### src/mfpp_ram.sv
// Generic single-port-write, single-port-read RAM with a registered read.
// A read and a write to the same address in one cycle return the old data.
`default_nettype none

module mfpp_ram #(
  parameter int WIDTH = 8,
  parameter int DEPTH = 16
) (
  input  wire                      clk,
  input  wire                      we,
  input  wire [$clog2(DEPTH)-1:0]  waddr,
  input  wire [WIDTH-1:0]          wdata,
  input  wire [$clog2(DEPTH)-1:0]  raddr,
  output logic [WIDTH-1:0]         rdata
);

  logic [WIDTH-1:0] mem [DEPTH];

  always_ff @(posedge clk) begin
    if (we) begin
      mem[waddr] <= wdata;
    end
    rdata <= mem[raddr];
  end

endmodule

`default_nettype wire

### config.mk
export PLATFORM = sky130hd
export DESIGN_NAME = mfpp_ram
export DESIGN_NICKNAME = d
export VERILOG_FILES = /design/src/mfpp_ram.sv
export SDC_FILE = /design/constraint.sdc
export NUM_CORES = 1
export LEC_CHECK = 0
export BUFFER_PORTS_ARGS = -buffer_cell sky130_fd_sc_hd__clkbuf_2
export CORE_MARGIN = 4
export CORE_UTILIZATION = 60
export CTS_CLUSTER_DIAMETER = 50
export DETAILED_ROUTE_END_ITERATION = 8
export GPL_TIMING_DRIVEN = 0
export PLACE_DENSITY = 0.78
export SYNTH_ARGS = -nofsm -noshare
export SYNTH_HDL_FRONTEND = slang
export SYNTH_SLANG_ARGS = --single-unit
### constraint.sdc
create_clock -name clk -period 2.5 [get_ports clk]
set_clock_uncertainty 0.15 [all_clocks]
set_input_delay 0.25 -clock clk [delete_from_list [all_inputs] [get_ports clk]]
set_output_delay 0.25 -clock clk [all_outputs]
set_load 0.005 [all_outputs]
==> results.tsv <==
metric	value	unit
numCtsBuffers	17	
synth_top_area_share	0.747	
crit_chain	clkbuf_2 > or3b_2 > nor3_1 > buf_2	
slew_viol_final	0	
outcome	completed	
critPathKind	primary input to flip-flop	
synth_seq_cells	136	
grt_antenna_before_repair	0	
peakVddDrop	0.000585	V
grt_max_degree	17	
synth_mux_area_frac	0.150	
synthSimpleGateAreaFrac	0.0318	
p_leak	2.03	nW
io_buffers	24	
crit_path_start_kind	primary input	
place_congestion	0.763	
grt_pass1_vias	2462	
num_rows	33	
clk_latency	0.52	ns
period_share	0.653	
yosys.cell_types.count	19	
maxCapViolCount	0	
ant_nets	0	
synthAdderAreaFrac	0	
cp_slowest_cell	or3b_2	
dp_hpwl	6040	um
synth.largest_area_cell	edfxtp_1	
ys_top_cells_by_area	edfxtp_1 (75%), mux4_2 (7.9%), mux4_1 (7.1%), dfxtp_1 (3.1%), a22oi_1 (2.3%)	
h-tree-depth	4	
syn_area_per_cell	22.5	um^2
die-area	10100	um^2
ff2ff_path_depth	3	
vias	2469	
fmax	613	MHz
cp.required	2.57	ns
min_path_cells	1	
die_w	101	um
synth_nets	247	
layout-drive-gt1-share	0.301	
finalCriticalPeriod	1.63	ns
place_area	5400	um^2
rsz0062_at_grt	false	
place_worst_setup_slack	-0.0400	ns
drt_iter0_drc	217	
cts-root-buf	clkbuf_8	
holdBufCountCts	0	
wl_per_cell	25.2	um
setup_viol	0	
powerDensity	878	nW/um^2
ys_warn_count	0	
clock-sinks	136	
io_pins	26	
yosysSeqAreaShare	0.778	
diodes	0	
grt_first_pass_wirelength	14900	um
synth_top_family_by_area	multiplexers	
crit_path_max_fanout	5	
relSlewSlack	0.192	
cts_resized	0	
dr.pass1.iters	5	
syn_inst	229	
viasPerCell	6.31	
grt_usage	0.218	
initial_core_util	0.620	
fill_cells	466	
final_nets	291	
hold_path_class	primary input to flip-flop	
endpoint_kind	flip-flop	
syn_area	5150	um^2
worst_pin_slew	1.20	ns
hold_violations	0	
drc	0	
synth_compound_area_frac	0.0233	
synthXorXnorAreaFrac	0	
cts_tree	done	
area_delta_synth_final	16.9	%
routed_wl	9860	um
worstPathArrival	1.70	ns
layout_setup_ws	0.868	ns
critPathMaxStageDelay	0.54	ns
overflow	0	
clock_path_buffers	2	
core	8300	um^2
clk_pin_slew	0.06	ns
final_area	6020	um^2
chipHeight	101	um
postCtsSetupRepairBufs	0	
[kinds of logic after synthesis]
kind of cell    Yosys count
compound gates           16
flops                   136
mux                      32
buf+inv                  10
simple gates             35
[synthesized netlist by cell type]
master / number
a22oi_1: 16
and2_1: 1
and2b_1: 1
buf_2: 3
buf_4: 1
buf_6: 3
clkdlybuf4s25_2: 3
dfxtp_1: 8
edfxtp_1: 128
mux4_1: 14
mux4_2: 18
nand2_1: 9
nand2b_1: 2
nand3_1: 1
nand3b_1: 2
nor2_1: 13
nor2b_1: 1
nor3_1: 4
or3b_2: 1
[metrics by stage]
stage	hold slack, ns	cells	setup TNS, ns	util	power [mW]
2_1_floorplan	0.199	229	0	-	2.74
3_3_place_gp	0.471	358	0	0.651	2.84
3_5_place_dp	0.472	358	-0.317	0.651	2.85
4_1_cts	0.0241	390	0	0.725	5.31
5_1_grt	0.0443	391	0	0.725	5.44
6_report	0.0427	391	0	0.725	5.29
[final cells by class]
class | count | area [um^2] | area share
Tap cell | 105 | 131 | 0.0218
Sequential cell | 136 | 4000 | 0.665
Timing Repair Buffer | 25 | 125 | 0.0208
Clock buffer | 20 | 478 | 0.0794
Multi-Input combinational cell | 83 | 1060 | 0.176
Clock inverter | 12 | 138 | 0.0229
Buffer | 10 | 86.3 | 0.0143
[per-layer routing]
layer  global-route usage  up-vias  routed length [um]
met5                    0        -                   0
met4               0.0902        0                 224
met3               0.0595       20                 730
met2                0.336      122                4930
met1                0.299     1255                3980
li1                     -     1072                   -
[placed cells by master (no fill, tap or decap), drive strengths merged]
cell type	synthesis	routed
clkinv	0	3
and2b	1	1
nand2b	2	2
edfxtp	128	128
clkinvlp	0	5
clkbuf	0	44
nor2	13	13
buf	7	8
bufinv	0	2
a22oi	16	16
clkdlybuf4s25	3	3
dfxtp	8	8
mux4	32	32
or3b	1	1
and2	1	1
nand3b	2	2
inv	0	2
nor3	4	4
nand3	1	1
nand2	9	9
nor2b	1	1
[path summary, 6_finish.rpt]
check,from,to,slack (ns)
setup / recovery,waddr[2],mem[0][6],0.87
hold / removal,wdata[1],mem[2][1],0.04
setup reg to reg,mem[1][3],rdata[3],0.97
hold reg to reg,mem[11][3],rdata[3],0.53
[critical path, delay by kind of cell]
family                 cells  cell delay [ns]
buffers and inverters      2             0.40
and+or+nand+nor            2             1.05
[report_power, final]
group / internal (mW) / leakage (nW) / total, mW / switching [mW]
Sequential: 2.55 / 1.22 / 2.56 / 0.0134
Clock: 1.57 / 0.286 / 2.48 / 0.912
Combinational: 0.101 / 0.524 / 0.239 / 0.139
Total: 4.22 / 2.03 / 5.29 / 1.06
[sequential cells by signal (all words and copies together), names as in the netlist]
signal  flops
mem       128
rdata       8
No activity file was read; power rests on OpenSTA's default activity.
