--- src/mfpp_out_fifo.sv ---
// Small register FIFO that holds read results until the downstream side takes them.
// Depends on nothing but its parameters; it reports its fill level for flow control.
`default_nettype none

module mfpp_out_fifo #(
  parameter int WIDTH = 8,
  parameter int DEPTH = 4
) (
  input  wire                          clk,
  input  wire                          rst,
  input  wire                          push,
  input  wire [WIDTH-1:0]              push_data,
  output logic                         tvalid,
  input  wire                          tready,
  output logic [WIDTH-1:0]             tdata,
  output logic [$clog2(DEPTH+1)-1:0]   count
);

  localparam int PW = $clog2(DEPTH);
  localparam int CW = $clog2(DEPTH + 1);

  logic [WIDTH-1:0] entries [DEPTH];
  logic [PW-1:0]    wr_ptr;
  logic [PW-1:0]    rd_ptr;
  logic             pop;

  assign tvalid = (count != '0);
  assign tdata  = entries[rd_ptr];
  assign pop    = tvalid && tready;

  always_ff @(posedge clk) begin
    if (push) begin
      entries[wr_ptr] <= push_data;
    end
  end

  always_ff @(posedge clk) begin
    if (rst) begin
      wr_ptr <= '0;
      rd_ptr <= '0;
      count  <= '0;
    end else begin
      if (push) begin
        wr_ptr <= (wr_ptr == PW'(DEPTH - 1)) ? '0 : wr_ptr + PW'(1);
      end
      if (pop) begin
        rd_ptr <= (rd_ptr == PW'(DEPTH - 1)) ? '0 : rd_ptr + PW'(1);
      end
      if (push && !pop) begin
        count <= count + CW'(1);
      end else if (pop && !push) begin
        count <= count - CW'(1);
      end
    end
  end

endmodule

`default_nettype wire

--- config.mk ---
export PLATFORM = sky130hd
export DESIGN_NAME = mfpp_out_fifo
export DESIGN_NICKNAME = d
export VERILOG_FILES = /design/src/mfpp_out_fifo.sv
export SDC_FILE = /design/constraint.sdc
export NUM_CORES = 1
export LEC_CHECK = 0
export BUFFER_PORTS_ARGS = -buffer_cell sky130_fd_sc_hd__buf_2
export CAP_MARGIN = 20
export CORE_ASPECT_RATIO = 1.1
export CORE_UTILIZATION = 50
export DETAILED_ROUTE_END_ITERATION = 10
export PLACE_DENSITY = 0.78
export SLEW_MARGIN = 20
export SYNTH_ARGS = -nofsm -noshare
export SYNTH_HDL_FRONTEND = slang
export SYNTH_SLANG_ARGS = --single-unit
--- constraint.sdc ---
create_clock -name clk -period 3.6 [get_ports clk]
set_clock_uncertainty 0.2 [all_clocks]
set_input_delay 0.18 -clock clk [delete_from_list [all_inputs] [get_ports clk]]
set_output_delay 0.18 -clock clk [all_outputs]
set_load 0.02 [all_outputs]
==> impl_metrics.py <==
metrics = {
    "worst_setup_path": {
        "cp-start-kind": "register",
        "largest_fanout_on_the_critical_path": 5,
        "critical_path_arrival_ns": 2.36,
        "reg2reg_depth": 7,
        "criticalPathCategory": "reg -> reg",
        "crit_required_ns": 3.67,
        "timing.critical_path.to_type": "register",
    },
    "clock_tree": {
        "clk_path_buf_depth": 2,
        "clk_root_buffer_cell": "sky130_fd_sc_hd__clkbuf_4",
        "numCtsBuffers": 5,
        "cts.htree.levels": 2,
        "cts_setup_buffers": 0,
        "cts_resized": 0,
        "clk-insertion-delay-late_ns": 0.34,
        "tritoncts_num_sinks": 41,
        "cts.reportedPaths.clkPinSlew_ns": 0.11,
        "cts_tree": "built",
        "postCtsHoldBufs": 11,
    },
    "placement": {
        "placement.io_buffers": 23,
        "dp_hpwl_um": 1710,
        "place.gp.congestion": 0.630,
    },
    "grt": {
        "antenna_found_initial": 0,
        "grt_max_degree": 14,
        "wire_length_of_the_first_global_routing_pass_um": 3770,
        "via_count_of_the_first_global_routing_pass": 834,
        "grt_overflow": 0,
        "grt_util_all_layers_pct": 15.6,
    },
    "yosys": {
        "synthDistinctLibCells": 20,
        "ys_async_sr_fraction_pct": 0,
        "synthFlopType": "sky130_fd_sc_hd__edfxtp_1",
        "seq_area_frac_synth_pct": 70.7,
        "post_synthesis_instance_area_um2": 1610,
        "synth-seq-cells": 41,
        "post_synth.cell_area_avg_um2": 18.8,
        "synth_warnings": 0,
        "postSynthCellCount": 86,
        "synth-edff-count": 32,
        "mappedNetlistNets": 105,
    },
    "sta": {
        "rsz0062_at_grt": "false",
        "fmaxAchievable_mhz": 437,
        "report.final.setup_viol": 0,
        "finalHoldViolations": 0,
        "slew_viol_final": 0,
        "min_period_over_period_pct": 63.6,
        "timing.final.crit_period_ns": 2.29,
        "relSlewSlack_pct": 64.7,
        "tightestPinTransition_ns": 0.529,
        "final.setup.tns_ns": 0,
    },
    "power": {
        "leak_pwr_nw": 0.739,
        "cellPowerDensity_nw_per_um2": 603,
        "worst_ir_drop_vdd_mv": 0.445,
        "total_power_after_layout_mw": 1.17,
    },
    "run_status": {
        "status": "finished, final reports clean",
    },
    "hold_path": {
        "holdPathStages": 4,
        "min-delay-path-class": "in -> reg",
    },
    "floorplan": {
        "floorplan.initialDensity_pct": 53.0,
        "dieWidth_um": 56.2,
        "num_rows": 21,
        "floorplan.io_pins": 24,
        "core_area_um2": 3050,
        "design.die.area_um2": 3460,
        "fp.dieH_um": 61.6,
    },
    "final_layout": {
        "antenna_cell_count": 0,
        "fillerInstances": 233,
        "area.growth.synth_to_final_pct": 20.8,
        "finish.utilization_pct": 64.0,
        "drive_above_1_share_pct": 33.3,
        "fin_nets": 144,
    },
    "routing": {
        "drt-total-wl_um": 2410,
        "drt-wirelength-per-cell_um": 15.1,
        "first_pass_iters": 4,
        "final_antenna_net_count": 0,
        "routed_via_density": 5.41,
        "drt_first_iter_violations": 15,
        "remaining_drc_errors": 0,
        "num_vias": 866,
    },
    "run": {
        "max_cap_viol_count": 0,
    },
}
==> report_power, final <==
group	internal [mW]	switching (mW)	leakage, nW	total, mW
Clock	0.138	0.140	0.0470	0.278
Sequential	0.551	0.0555	0.368	0.606
Combinational	0.143	0.148	0.324	0.291
Total	0.832	0.343	0.739	1.17
==> critical path, cell delays in order, from the launching register on <==
cell and delay (ns):
sky130_fd_sc_hd__dfxtp_1 0.40, sky130_fd_sc_hd__o31ai_4 0.31, sky130_fd_sc_hd__ha_1 0.24, sky130_fd_sc_hd__inv_1 0.07, sky130_fd_sc_hd__fa_1 0.38, sky130_fd_sc_hd__xor2_1 0.16, sky130_fd_sc_hd__or3_1 0.33, sky130_fd_sc_hd__a21oi_1 0.14
==> stage by stage <==
step	std cells	hold WS, ns	instance area, um2	setup WS (ns)
after floorplan	86	0.0470	1610	1.41
after global placement	141	0.190	1760	1.45
after detailed placement	141	0.200	1760	1.32
after CTS	160	0.0168	1950	1.29
after global routing	160	0.0268	1950	1.18
final	160	0.0282	1950	1.31
==> synth_stat cells, types with 2 or more instances <==
master                     count  area [um2]
sky130_fd_sc_hd__edfxtp_1     32         961
sky130_fd_sc_hd__dfxtp_1       9         180
sky130_fd_sc_hd__mux4_2        8         180
sky130_fd_sc_hd__ha_1          6        75.1
sky130_fd_sc_hd__nor2_1        5        18.8
sky130_fd_sc_hd__and2_1        4        25.0
sky130_fd_sc_hd__inv_1         4        15.0
sky130_fd_sc_hd__mux2i_1       3        30.0
sky130_fd_sc_hd__a21oi_1       2        10.0
sky130_fd_sc_hd__or3_1         2        12.5
sky130_fd_sc_hd__xor2_1        2        17.5
==> sequential cells by signal (all words and copies together) (netlist names), named ones only <==
| register | cells |
|---|---|
| wr_ptr | 2 |
| count | 3 |
| entries | 32 |
| rd_ptr | 2 |
==> cells in the final DEF (no fill, tap or decap) <==
cell / n
sky130_fd_sc_hd__or3_2: 1
sky130_fd_sc_hd__mux4_2: 8
sky130_fd_sc_hd__nor3b_1: 1
sky130_fd_sc_hd__clkbuf_4: 5
sky130_fd_sc_hd__clkbuf_8: 1
sky130_fd_sc_hd__inv_4: 1
sky130_fd_sc_hd__mux2i_1: 3
sky130_fd_sc_hd__nor2_1: 5
sky130_fd_sc_hd__xor2_1: 2
sky130_fd_sc_hd__nand2_1: 1
sky130_fd_sc_hd__edfxtp_1: 32
sky130_fd_sc_hd__or3_1: 2
sky130_fd_sc_hd__a21oi_1: 2
sky130_fd_sc_hd__o21ai_0: 1
sky130_fd_sc_hd__dfxtp_1: 9
sky130_fd_sc_hd__ha_1: 6
sky130_fd_sc_hd__fa_1: 1
sky130_fd_sc_hd__inv_1: 4
sky130_fd_sc_hd__clkbuf_16: 1
sky130_fd_sc_hd__buf_2: 23
sky130_fd_sc_hd__and2_1: 4
sky130_fd_sc_hd__o31ai_4: 1
sky130_fd_sc_hd__a21oi_2: 1
sky130_fd_sc_hd__dlygate4sd3_1: 11
==> layer usage <==
layer | vias up | wire [um] | GRT usage [%]
met5 | - | 0 | 0
met4 | 0 | 29 | 8.36
met3 | 4 | 108 | 4.41
met2 | 29 | 1300 | 27.6
met1 | 426 | 967 | 17.7
li1 | 407 | - | -
==> area by class of cell <==
type,instances,area (um2),share of cell area [%]
repair buffers,34,225,11.6
inverters,4,15.0,0.770
well taps,34,42.5,2.18
flip-flops and latches,41,1140,58.5
clock buffers,7,76.3,3.92
clock inverters,1,6.26,0.321
multi-input cells,39,443,22.7
==> worst paths after layout <==
check                    startpoint  slack, ns                      to
min reg2reg  rd_ptr[0]$_SDFFE_PP0P_       0.33  rd_ptr[0]$_SDFFE_PP0P_
min                          tready       0.03  rd_ptr[0]$_SDFFE_PP0P_
max           count[0]$_SDFFE_PP0P_       1.31   count[2]$_SDFFE_PP0P_
max reg2reg   count[0]$_SDFFE_PP0P_       1.31   count[2]$_SDFFE_PP0P_
==> cell families after synthesis <==
kind of cell | synth area share [%]
compound gates | 2.79
xor+xnor | 1.09
fa+ha+maj | 5.89
buf+inv | 1.86
flops | 70.7
mux | 13.0
simple gates | 4.65
Note: power is estimated with default switching activity, not from simulation.
