--- src/mfpp_pkg.sv ---
// Shared types and constants for the mono framebuffer pixel packer.
// No dependencies; the address map and the top level refer to it by scoped names.
`default_nettype none

package mfpp_pkg;

  localparam int MAX_SIDE_DEF  = 400;
  localparam int FB_BYTES_DEF  = 15000;
  localparam int OUT_DEPTH_DEF = 4;

  localparam int SIDE_W   = 9;
  localparam int COLOR_W  = 16;
  localparam int INDEX_W  = 14;
  localparam int BYTE_W   = 8;
  localparam int STORE_AW = 17;
  localparam int CMP_W    = STORE_AW + 1;
  localparam int CFG_IDX_W  = 2;
  localparam int CFG_DATA_W = 9;

  localparam logic [COLOR_W-1:0] WHITE_THRESHOLD = 16'h7FFF;
  localparam logic [BYTE_W-1:0]  WHITE_BYTE      = 8'hFF;
  localparam logic [BYTE_W-1:0]  TOP_BIT_MASK    = 8'h80;

  localparam logic [CFG_IDX_W-1:0] CFG_LANDSCAPE = 2'd0;
  localparam logic [CFG_IDX_W-1:0] CFG_WIDTH     = 2'd1;
  localparam logic [CFG_IDX_W-1:0] CFG_HEIGHT    = 2'd2;

  localparam logic REQ_WRITE = 1'b0;
  localparam logic REQ_READ  = 1'b1;

  typedef struct packed {
    logic              landscape_mode;
    logic [SIDE_W-1:0] panel_width;
    logic [SIDE_W-1:0] panel_height;
  } cfg_t;

  typedef struct packed {
    logic                is_write;
    logic                is_read;
    logic                hit;
    logic [STORE_AW-1:0] addr;
    logic [BYTE_W-1:0]   mask;
    logic                bit_val;
  } pix_op_t;

  typedef enum logic [1:0] {
    ST_CLEAR = 2'b01,
    ST_RUN   = 2'b10
  } state_t;

endpackage

`default_nettype wire

--- src/mfpp_addr_map.sv ---
// Maps one request to a store address, bit mask and pixel bit, with range checks.
// Depends on mfpp_pkg for the configuration and operation structs.
`default_nettype none

module mfpp_addr_map #(
  parameter int MAX_SIDE = mfpp_pkg::MAX_SIDE_DEF,
  parameter int FB_BYTES = mfpp_pkg::FB_BYTES_DEF
) (
  input  mfpp_pkg::cfg_t                      cfg,
  input  wire                                 req_type,
  input  wire [mfpp_pkg::SIDE_W-1:0]          pixel_x,
  input  wire [mfpp_pkg::SIDE_W-1:0]          pixel_y,
  input  wire [mfpp_pkg::COLOR_W-1:0]         pixel_color,
  input  wire [mfpp_pkg::INDEX_W-1:0]         byte_index,
  output mfpp_pkg::pix_op_t                   op
);

  localparam int CW = mfpp_pkg::CMP_W;

  logic [mfpp_pkg::SIDE_W-1:0] w;
  logic [mfpp_pkg::SIDE_W-1:0] h;
  logic [mfpp_pkg::SIDE_W-1:0] v;
  logic                        in_panel;
  logic [7:0]                  mul_a;
  logic [6:0]                  mul_b;
  logic [6:0]                  mul_c;
  logic [14:0]                 prod;
  logic [15:0]                 lin;
  logic [2:0]                  sel;
  logic [CW-1:0]               wr_addr;
  logic [CW-1:0]               rd_addr;
  logic                        is_write;

  // Panel sizes saturate at the largest supported side.
  assign w = ({2'b00, cfg.panel_width} > 11'(MAX_SIDE)) ?
             mfpp_pkg::SIDE_W'(MAX_SIDE) : cfg.panel_width;
  assign h = ({2'b00, cfg.panel_height} > 11'(MAX_SIDE)) ?
             mfpp_pkg::SIDE_W'(MAX_SIDE) : cfg.panel_height;

  assign in_panel = (pixel_x < w) && (pixel_y < h);

  // Landscape rows are counted from the bottom edge.
  assign v = h - mfpp_pkg::SIDE_W'(1) - pixel_y;

  assign mul_a = cfg.landscape_mode ? pixel_x[8:1] : pixel_y[8:1];
  assign mul_b = cfg.landscape_mode ? h[8:2] : w[8:2];
  assign mul_c = cfg.landscape_mode ? v[8:2] : pixel_x[8:2];

  assign prod = {7'd0, mul_a} * {8'd0, mul_b};
  assign lin  = {1'b0, prod} + {9'd0, mul_c};

  assign sel = cfg.landscape_mode ? {v[1:0], pixel_x[0]} : {pixel_x[1:0], pixel_y[0]};

  assign wr_addr  = {{(CW-16){1'b0}}, lin};
  assign rd_addr  = {{(CW-mfpp_pkg::INDEX_W){1'b0}}, byte_index};
  assign is_write = (req_type == mfpp_pkg::REQ_WRITE);

  always_comb begin
    op.is_write = is_write;
    op.is_read  = !is_write;
    op.mask     = mfpp_pkg::TOP_BIT_MASK >> sel;
    op.bit_val  = (pixel_color >= mfpp_pkg::WHITE_THRESHOLD);
    if (is_write) begin
      op.hit  = in_panel && (wr_addr < CW'(FB_BYTES));
      op.addr = wr_addr[mfpp_pkg::STORE_AW-1:0];
    end else begin
      op.hit  = (rd_addr < CW'(FB_BYTES));
      op.addr = rd_addr[mfpp_pkg::STORE_AW-1:0];
    end
  end

endmodule

`default_nettype wire

--- config.mk ---
export PLATFORM = sky130hd
export DESIGN_NAME = mfpp_addr_map
export DESIGN_NICKNAME = d
export VERILOG_FILES = /design/src/mfpp_pkg.sv /design/src/mfpp_addr_map.sv
export SDC_FILE = /design/constraint.sdc
export NUM_CORES = 1
export LEC_CHECK = 0
export ABC_CLOCK_PERIOD_IN_PS = 8900
export BUFFER_PORTS_ARGS = -buffer_cell sky130_fd_sc_hd__buf_2
export CELL_PAD_IN_SITES_DETAIL_PLACEMENT = 1
export CELL_PAD_IN_SITES_GLOBAL_PLACEMENT = 2
export CORE_UTILIZATION = 32
export DETAILED_ROUTE_END_ITERATION = 8
export PLACE_DENSITY_LB_ADDON = 0.1
export SYNTH_ARGS = -nofsm -noshare
export SYNTH_HDL_FRONTEND = slang
export SYNTH_SLANG_ARGS = --single-unit
--- constraint.sdc ---
create_clock -name vclk -period 8.9
set_input_delay 0.89 -clock vclk [all_inputs]
set_output_delay 0.89 -clock vclk [all_outputs]
set_load 0.02 [all_outputs]
==> results of run 1 <==
## worst min-delay path: stages
cell	delay (ps)
buf_2	70
inv_1	30
o41ai_1	40
buf_2	160
## cells in the mapped netlist, types with 2 or more instances
master    number  area share [%]
inv_1         80             8.0
ha_1          65              22
nand2_1       65             6.5
fa_1          37              20
nor2_1        32             3.2
o21ai_0       20             2.7
a21oi_1       14             1.9
and2_1        14             2.3
a21o_1        13             2.6
mux2_2        13             3.9
clkbuf_1      12             1.2
nor2b_1       12             2.0
nand2b_1      10             1.7
o21ai_1       10             1.3
xor2_1         8             1.9
mux2i_1        7             1.9
o21a_1         7             1.4
nor3_1         6            0.80
nand4_1        5            0.84
a31oi_1        4            0.67
nand3_1        4            0.54
xnor2_1        4            0.94
a211o_1        3            0.70
a211oi_2       3             1.0
buf_4          3            0.60
o22ai_1        3            0.50
o41ai_1        3            0.70
a211oi_1       2            0.40
a221oi_1       2            0.47
nand3b_1       2            0.40
nor4b_1        2            0.47
o21bai_1       2            0.40
o32a_1         2            0.54
o32ai_1        2            0.47
## path summary, 6_finish.rpt
path	startpoint	end	slack, ps	depth (start not counted)
worst max-delay path	cfg[0]	op[26]	860	28
worst min-delay path	pixel_color[15]	op[0]	2090	4
## routing by layer
metal | up-vias | global-route usage, %
met5 | - | 0
met4 | 0 | 0.571
met3 | 2 | 0
met2 | 47 | 32.7
met1 | 1756 | 24.5
li1 | 1813 | -
## logic make-up after synthesis
group	count (synthesis)
muxes	20
other	1
and+or+nand+nor	162
buffers and inverters	95
xor gates and xnor gates	12
AOI/OAI and AO/OA	100
adders and majority gates	102
## metrics by stage
step                power, µW  setup WS, ps  instances
finish                    845           858        716
global route              971           267        716
CTS                       866           797        716
detailed placement        859           813        716
global placement          844           981        716
floorplan                 648          1610        492
## cell type report
cell class                 instances  area, µm²  area share (%)
timing repair buffer              96        480            11.1
multi-input combinational        397       3370            77.8
inverter                          80        300            6.94
tap                              143        179            4.13
## power by group
group | total, µW | internal [µW] | switching (µW)
combinational | 845 | 348 | 496
clock | 0 | 0 | 0
sequential | 0 | 0 | 0
==> out/summary.txt, run 1 <==
Outcome -> complete, no violations
RSZ-0062 raised after global routing -> false
Core Area -> 11,400 µm²
Max Cap Viol -> 0
Arr. time, crit path -> 7150 ps
Largest net degree at the start of global routing -> 53
Routed len/inst -> 14.8 µm
Critical path peak fanout -> 6
WL met3 -> 181 µm
Area Overhead vs Synth -> 15.8%
Mapped Nets -> 662
Layout cell share with drive strength beyond 1 -> 20.8%
CLK BUF -> 0
Final Util -> 37.9%
Maximum resistive drop on vdd -> 0.0000932 V
Hold Buf Count CTS -> 0
Worst Hold Class -> in -> out
Most common cell after layout, fill and taps aside -> buf_2
PwrDens -> 195 nW/µm²
1st-iter DRT viols -> 117
Cell family with most CP delay -> compound AO/OA/AOI/OAI gates
Starting Density -> 32.7%
Max-slew violations -> 0
Vias -> 3,618
GR Overflow Total -> 0
Slew headroom -> 39.0%
Final setup violation count -> 0
Fin nets -> 745
Io pins -> 97
Final hold slack -> 2090 ps
Post-synthesis mux area share -> 5.79%
Synth Area in Compound Gates -> 18.7%
Largest stage delay on the critical path -> 520 ps
WL met2 -> 5380 µm
Final period util -> 90.4%
Number of fill cells -> 1,474
Worst-Margin Slew -> 915 ps
Gpl congestion -> 0.791
Vias in the first global route -> 3,613
Worst EP required -> 8010 ps
Port bufs -> 96
LEAKAGE -> 0.00237 µW
Fmax -> 0.124 GHz
Setup bufs post-CTS -> 0
Synth Area in XOR/XNOR -> 2.81%
CTS resizes -> 0
Initial antenna violation count -> 0
First-pass DRT Iterations -> 4
Remaining antenna violation count -> 0
FF+latch area -> 0 µm²
Post-route cell area -> 4330 µm²
Synthesized area -> 3740 µm²
M1 wire length -> 5030 µm
Vias per inst -> 5.05
Critical path class -> in -> out
Synth Area in Simple Gates -> 21.2%
Detailed placement HPWL -> 9450 µm
Syn. warnings -> 0
Main combinational cell family by area after synthesis -> adder cells
Setup crit end kind -> output pin
FFs & Latches -> 0
Post-DP Area -> 4330 µm²
Full die area -> 12,100 µm²
Die W -> 110 µm
Synth unique cells -> 55
Adder-cell share of the synthesized area -> 41.6%
Post-synthesis sequential area ratio -> 0%
Slowest CP cell -> fa_1
Cells after synthesis -> 492
Std cell rows -> 39
Startpoint types -> primary input
Crit path time final -> 8040 ps
Die Y -> 110 µm
GRT Overall Usage -> 17.7%
Setup Total Neg Slack -> 0 ps
Hold Fails Final Rpt -> 0
# DRC -> 0
Buf+Inv Stages, Crit Path -> 6
Mean post-synth cell area -> 7.60 µm²
Most frequent cells in the layout -> 96 x buf_2, 80 x inv_1, 65 x nand2_1, 65 x ha_1, 37 x fa_1
Antenna Cells -> 0
First-pass GRT wire length -> 17,300 µm
Routed WL -> 10,600 µm
Max layer used -> met4
Power figures use the tool's default switching activity.
==> run 2: changes to the inputs <==
- ABC_AREA: unset -> 1
- CORE_UTILIZATION: 32 -> 29
==> run 2 against run 1 <==
Effect of this change:
- global-route usage up 0.15 points
- core utilization down 3.5 points
- via count up 14%
- power down 11%
- final area up 5.0%
- count of clock-buffer cells in the layout unchanged
- synthesized cell count up 29%
- largest cell class unchanged
- highest routed layer unchanged
==> out/summary.txt, run 2 <==
Outcome -> complete, no violations (unchanged)
Worst Hold Class -> in -> out (unchanged)
Startpoint types -> primary input (unchanged)
GR Overflow Total -> 0 (unchanged)
Post-synthesis sequential area ratio -> 0% (unchanged)
Fin cells -> 893 (was 716)
Core Area -> 13,200 µm² (was 11,400 µm²)
Critical path class -> in -> out (unchanged)
Hold Fails Final Rpt -> 0 (unchanged)
Synth area leader -> ha_1 (unchanged)
Arr. time, crit path -> 6320 ps (was 7150 ps)
First-pass GRT wire length -> 20,500 µm (was 17,300 µm)
Vias -> 4,112 (was 3,618)
FFs & Latches -> 0 (unchanged)
Remaining antenna violation count -> 0 (unchanged)
RSZ-0062 raised after global routing -> false (unchanged)
Most common cell after layout, fill and taps aside -> nand2_1 (was buf_2)
Vias in the first global route -> 4,435 (was 3,613)
Most frequent cells in the layout -> 185 x nand2_1, 132 x inv_1, 96 x buf_2, 65 x ha_1, 57 x nor2_1 (was 96 x buf_2, 80 x inv_1, 65 x nand2_1, 65 x ha_1, 37 x fa_1)
Largest stage delay on the critical path -> 550 ps (was 520 ps)
Die Y -> 118 µm (was 110 µm)
Io pins -> 97 (unchanged)
# DRC -> 0 (unchanged)
Setup crit end kind -> output pin (unchanged)
Synth cell count leaders -> 185 x nand2_1, 132 x inv_1, 65 x ha_1 (was 80 x inv_1, 65 x ha_1, 65 x nand2_1)
Critical path peak fanout -> 5 (was 6)
Routed WL -> 12,100 µm (was 10,600 µm)
Placed Cells -> 893 (was 716)
FF+latch area -> 0 µm² (unchanged)
Max Cap Viol -> 0 (unchanged)
Detailed placement HPWL -> 11,200 µm (was 9450 µm)
Layout cell share with drive strength beyond 1 -> 18.7% (was 20.8%)
Synth unique cells -> 38 (was 55)
Cells after synthesis -> 633 (was 492)
Fmax -> 0.139 GHz (was 0.124 GHz)
Area Overhead vs Synth -> 16.3% (was 15.8%)
PwrDens -> 166 nW/µm² (was 195 nW/µm²)
Worst EP required -> 8010 ps (about the same)
Final hold slack -> 2090 ps (about the same)
Setup Total Neg Slack -> 0 ps (unchanged)
Maximum resistive drop on vdd -> 0.0000711 V (was 0.0000932 V)
Vias per inst -> 4.60 (was 5.05)
Mean post-synth cell area -> 6.17 µm² (was 7.60 µm²)
Die W -> 118 µm (was 110 µm)
Syn. warnings -> 0 (unchanged)
Setup bufs post-CTS -> 0 (unchanged)
Synthesized area -> 3910 µm² (was 3740 µm²)
Worst-Margin Slew -> 697 ps (was 915 ps)
CTS resizes -> 0 (unchanged)
Routed len/inst -> 13.6 µm (was 14.8 µm)
Hold Buf Count CTS -> 0 (unchanged)
Most common cell in the netlist -> nand2_1 (was inv_1)
GRT Overall Usage -> 17.9% (was 17.7%)
Slowest CP cell -> fa_1 (unchanged)
Antenna Cells -> 0 (unchanged)
Port bufs -> 96 (unchanged)
Starting Density -> 29.6% (was 32.7%)
Number of fill cells -> 1,803 (was 1,474)
Final period util -> 81.0% (was 90.4%)
Initial antenna violation count -> 0 (unchanged)
Full die area -> 13,900 µm² (was 12,100 µm²)
Top-area cell type share of the netlist area -> 20.8% (was 21.8%)
Crit path time final -> 7210 ps (was 8040 ps)
Most used cell, CP -> nand2_1
Mapped Nets -> 803 (was 662)
Gpl congestion -> 0.837 (was 0.791)
First-pass DRT Iterations -> 4 (unchanged)
LEAKAGE -> 0.00279 µW (was 0.00237 µW)
Final Util -> 34.5% (was 37.9%)
Max-slew violations -> 0 (unchanged)
Final setup violation count -> 0 (unchanged)
Std cell rows -> 42 (was 39)
WHS Path Cells -> 4 (unchanged)
Ranking of synthesized cells by area -> ha_1 21%, fa_1 19%, nand2_1 18%, inv_1 13%, nor2_1 5.5% (was ha_1 22%, fa_1 20%, inv_1 8.0%, nand2_1 6.5%, mux2_2 3.9%)
CLK BUF -> 0 (unchanged)
Slew headroom -> 53.2% (was 39.0%)
Fin nets -> 889 (was 745)
1st-iter DRT viols -> 132 (was 117)
Largest net degree at the start of global routing -> 33 (was 53)
-- run 2: cell count changes in the layout (fill, tap and decap cells not counted), sizes merged, moves of 5 or more --
cell | before | now
inv | 80 | 140
o21a | 7 | 0
nor2b | 12 | 0
and2 | 14 | 1
nand3 | 5 | 28
nand2b | 10 | 0
a21oi | 14 | 23
a21o | 14 | 0
nor2 | 32 | 60
mux2i | 7 | 0
xor2 | 8 | 3
nand2 | 65 | 201
mux2 | 13 | 0
a211oi | 5 | 0
-- run 2: metrics by stage --
stage                     setup slack (ps)  area, µm²  total power (µW)
final                                 1690       4550               755
after global routing                  1190       4550               880
after CTS                             1570       4550               776
after detailed placement              1600       4550               770
after global placement                1660       4550               759
after floorplan                       2570       3910               568
-- run 2: worst max-delay path: cells and delay by family --
family                     cells  cell delay [ps]
adders and majority gates      6             2490
AOI/OAI and AO/OA              4              610
and+or+nand+nor               17             1720
buffers and inverters          7              600
-- run 2: final timing paths --
path | from | endpoint | slack (ps)
worst min-delay path | pixel_color[15] | op[0] | 2090
worst max-delay path | cfg[0] | op[26] | 1690
-- run 2: per-layer routing --
metal | part of all wire, % | global-route usage, % | vias to the layer above
met5 | 0 | 0 | -
met4 | 1.3 | 2.00 | 0
met3 | 2.5 | 0.436 | 10
met2 | 51 | 34.4 | 85
met1 | 46 | 22.6 | 1912
li1 | - | - | 2105
-- run 2: final cells by class --
type               count  area, µm²  area share, %
repair buffers        96        480           10.6
multi-input cells    481       3320           73.0
inverters            140        526           11.6
well taps            176        220           4.84
-- run 2: logic make-up (layout without fill, tap and decap cells) --
family,after synthesis,after routing,share of synthesized area (%)
compound gates,61,61,9.44
simple gates,312,312,34.5
fa+ha+maj,102,102,39.8
other cells,1,1,0.0959
xor+xnor,5,5,1.12
buf+inv,152,236,15.1
-- run 2: report_power, final --
part           internal, µW  total, µW  leakage, µW  switching (µW)
clock network             0          0            0               0
registers                 0          0            0               0
logic                   272        755      0.00279             483
==> run 3: changes to the inputs <==
- ABC_CLOCK_PERIOD_IN_PS: 8900 -> 7180
- clock period: 8.9 -> 7.18 ns (I/O delays scaled with it)
==> run 3 against run 2 <==
Effect of this change:
- first-iteration DRC count shrank 16%
- non-clock buffer count grew 2
- critical path depth is the same
- sequential share of layout area is the same
- setup slack lost 1300 ps
- global-route usage grew 0.16 points
- final area grew 0.50%
- core utilization grew 0.17 points
- die area is the same
- via count is essentially flat
- count of clock-buffer cells in the layout is the same
- combinational power grew 24%
- critical endpoint unchanged
- largest power group unchanged
==> out/summary.txt, run 3 (synthesis gave the netlist of run 2 again) <==
Outcome -> complete, no violations (unchanged)
Final hold slack -> 1750 ps (was 2090 ps)
CLK BUF -> 0 (unchanged)
Full die area -> 13,900 µm² (unchanged)
LEAKAGE -> 0.00279 µW (about the same)
Total power -> 939 µW (was 755 µW)
Die Y -> 118 µm (unchanged)
Vias per inst -> 4.60 (about the same)
Die W -> 118 µm (unchanged)
Final setup violation count -> 0 (unchanged)
1st-iter DRT viols -> 111 (was 132)
Fin nets -> 891 (was 889)
Antenna Cells -> 0 (unchanged)
Worst Hold Class -> in -> out (unchanged)
Buf+Inv Stages, Crit Path -> 7 (unchanged)
GR Overflow Total -> 0 (unchanged)
Critical path class -> in -> out (unchanged)
Worst-Margin Slew -> 752 ps (was 697 ps)
Routed len/inst -> 13.6 µm (about the same)
Core Area -> 13,200 µm² (unchanged)
Cell family with most CP delay -> adder cells (unchanged)
Vias in the first global route -> 4,424 (was 4,435)
Remaining antenna violation count -> 0 (unchanged)
First-pass DRT Iterations -> 4 (unchanged)
Fmax -> 0.147 GHz
Starting Density -> 29.6% (unchanged)
Post-DP Area -> 4560 µm² (was 4550 µm²)
FFs & Latches -> 0 (unchanged)
Most used cell, CP -> nand2_1 (unchanged)
Area Overhead vs Synth -> 16.9% (was 16.3%)
Final period util -> 95.0%
Largest net degree at the start of global routing -> 33 (unchanged)
Gpl congestion -> 0.840 (was 0.837)
Most common cell after layout, fill and taps aside -> nand2_1 (unchanged)
RSZ-0062 raised after global routing -> false (unchanged)
Setup Total Neg Slack -> 0 ps (unchanged)
Hold path start -> byte_index[0] (was pixel_color[15])
Post-route cell area -> 4570 µm² (was 4550 µm²)
Final worst slack -> 361 ps (was 1690 ps)
Initial antenna violation count -> 0 (unchanged)
First-pass GRT wire length -> 20,800 µm (was 20,500 µm)
Port bufs -> 96 (unchanged)
Hold Fails Final Rpt -> 0 (unchanged)
Std cell rows -> 42 (unchanged)
Hold Path Sink -> op[9] (was op[0])
Max-slew violations -> 0 (unchanged)
Critical path peak fanout -> 5 (unchanged)
Largest stage delay on the critical path -> 590 ps (was 550 ps)
Slew headroom -> 49.5% (was 53.2%)
Detailed placement HPWL -> 11,300 µm (was 11,200 µm)
Startpoint types -> primary input (unchanged)
PwrDens -> 206 nW/µm² (was 166 nW/µm²)
# DRC -> 0 (unchanged)
Arr. time, crit path -> 6100 ps (was 6320 ps)
Setup crit end kind -> output pin (unchanged)
Crit path time final -> 6820 ps
GRT Overall Usage -> 18.0% (was 17.9%)
Maximum resistive drop on vdd -> 0.0000842 V (was 0.0000711 V)
Layout cell share with drive strength beyond 1 -> 19.3% (was 18.7%)
Vias -> 4,113 (was 4,112)
FF+latch area -> 0 µm² (unchanged)
Most frequent cells in the layout -> 184 x nand2_1, 132 x inv_1, 96 x buf_2, 63 x ha_1, 57 x nor2_1 (was 185 x nand2_1, 132 x inv_1, 96 x buf_2, 65 x ha_1, 57 x nor2_1)
Io pins -> 97 (unchanged)
Number of fill cells -> 1,792 (was 1,803)
Setup slack at placement -> 192 ps (was 1600 ps)
Worst EP required -> 6460 ps (was 8010 ps)
Routed WL -> 12,200 µm (was 12,100 µm)
WHS Path Cells -> 4 (unchanged)
Max Cap Viol -> 0 (unchanged)
Slowest CP cell -> fa_1 (unchanged)
## run 3: cell count changes in the layout (fill, tap and decap cells not counted)
cell      before  now
buf_4          0    2
ha_1          65   63
ha_2           0    2
a21boi_0       1    0
a21boi_1       0    1
nand2_1      185  184
nand2_2       13   14
o21ai_0       16   15
o21ai_1       10   11
## run 3: layout make-up
type / count / area (µm²) / share of cell area [%]
well taps: 176 / 220 / 4.82
multi-input cells: 481 / 3330 / 72.8
inverters: 140 / 526 / 11.5
repair buffers: 98 / 495 / 10.8
## run 3: where the power goes
| group | internal [µW] | total [µW] | switching, µW |
|---|---|---|---|
| combinational | 340 | 939 | 599 |
| clock | 0 | 0 | 0 |
| sequential | 0 | 0 | 0 |
| total | 340 | 939 | 599 |
## run 3: metrics by stage
step | util, % | std cells
4_1_cts | 34.6 | 895
3_3_place_gp | 34.6 | 895
5_1_grt | 34.6 | 895
6_report | 34.6 | 895
3_5_place_dp | 34.6 | 895
2_1_floorplan | - | 633
## run 3: worst max path at each step
stage,slack [ps],end,depth (start not counted),from
floorplan,1190,op[17],27,cfg[0]
global placement,270,op[26],34,cfg[0]
detailed placement,190,op[26],34,cfg[0]
CTS,180,op[26],34,cfg[0]
global route,10,op[26],34,cfg[0]
finish,360,op[26],34,cfg[0]
## run 3: repair_timing
| item | 4_1_cts | 5_1_grt |
|---|---|---|
| hold buffers | 0 | 0 |
| endpoints found under the setup margin | 0 | 1 |
| resized for setup | 0 | 5 |
| buffers inserted | 0 | 0 |
## run 3: worst min-delay path: stages
cell and delay [ps]:
buf_2 80, nand2_1 40, nand2_1 50, buf_2 150
## run 3: routing by layer
| metal | vias up | share of wire (%) | GRT usage, % |
|---|---|---|---|
| met5 | - | 0 | 0 |
| met4 | 0 | 1.0 | 1.52 |
| met3 | 6 | 2.7 | 0.388 |
| met2 | 83 | 52 | 35.7 |
| met1 | 1915 | 45 | 22.2 |
| li1 | 2109 | - | - |
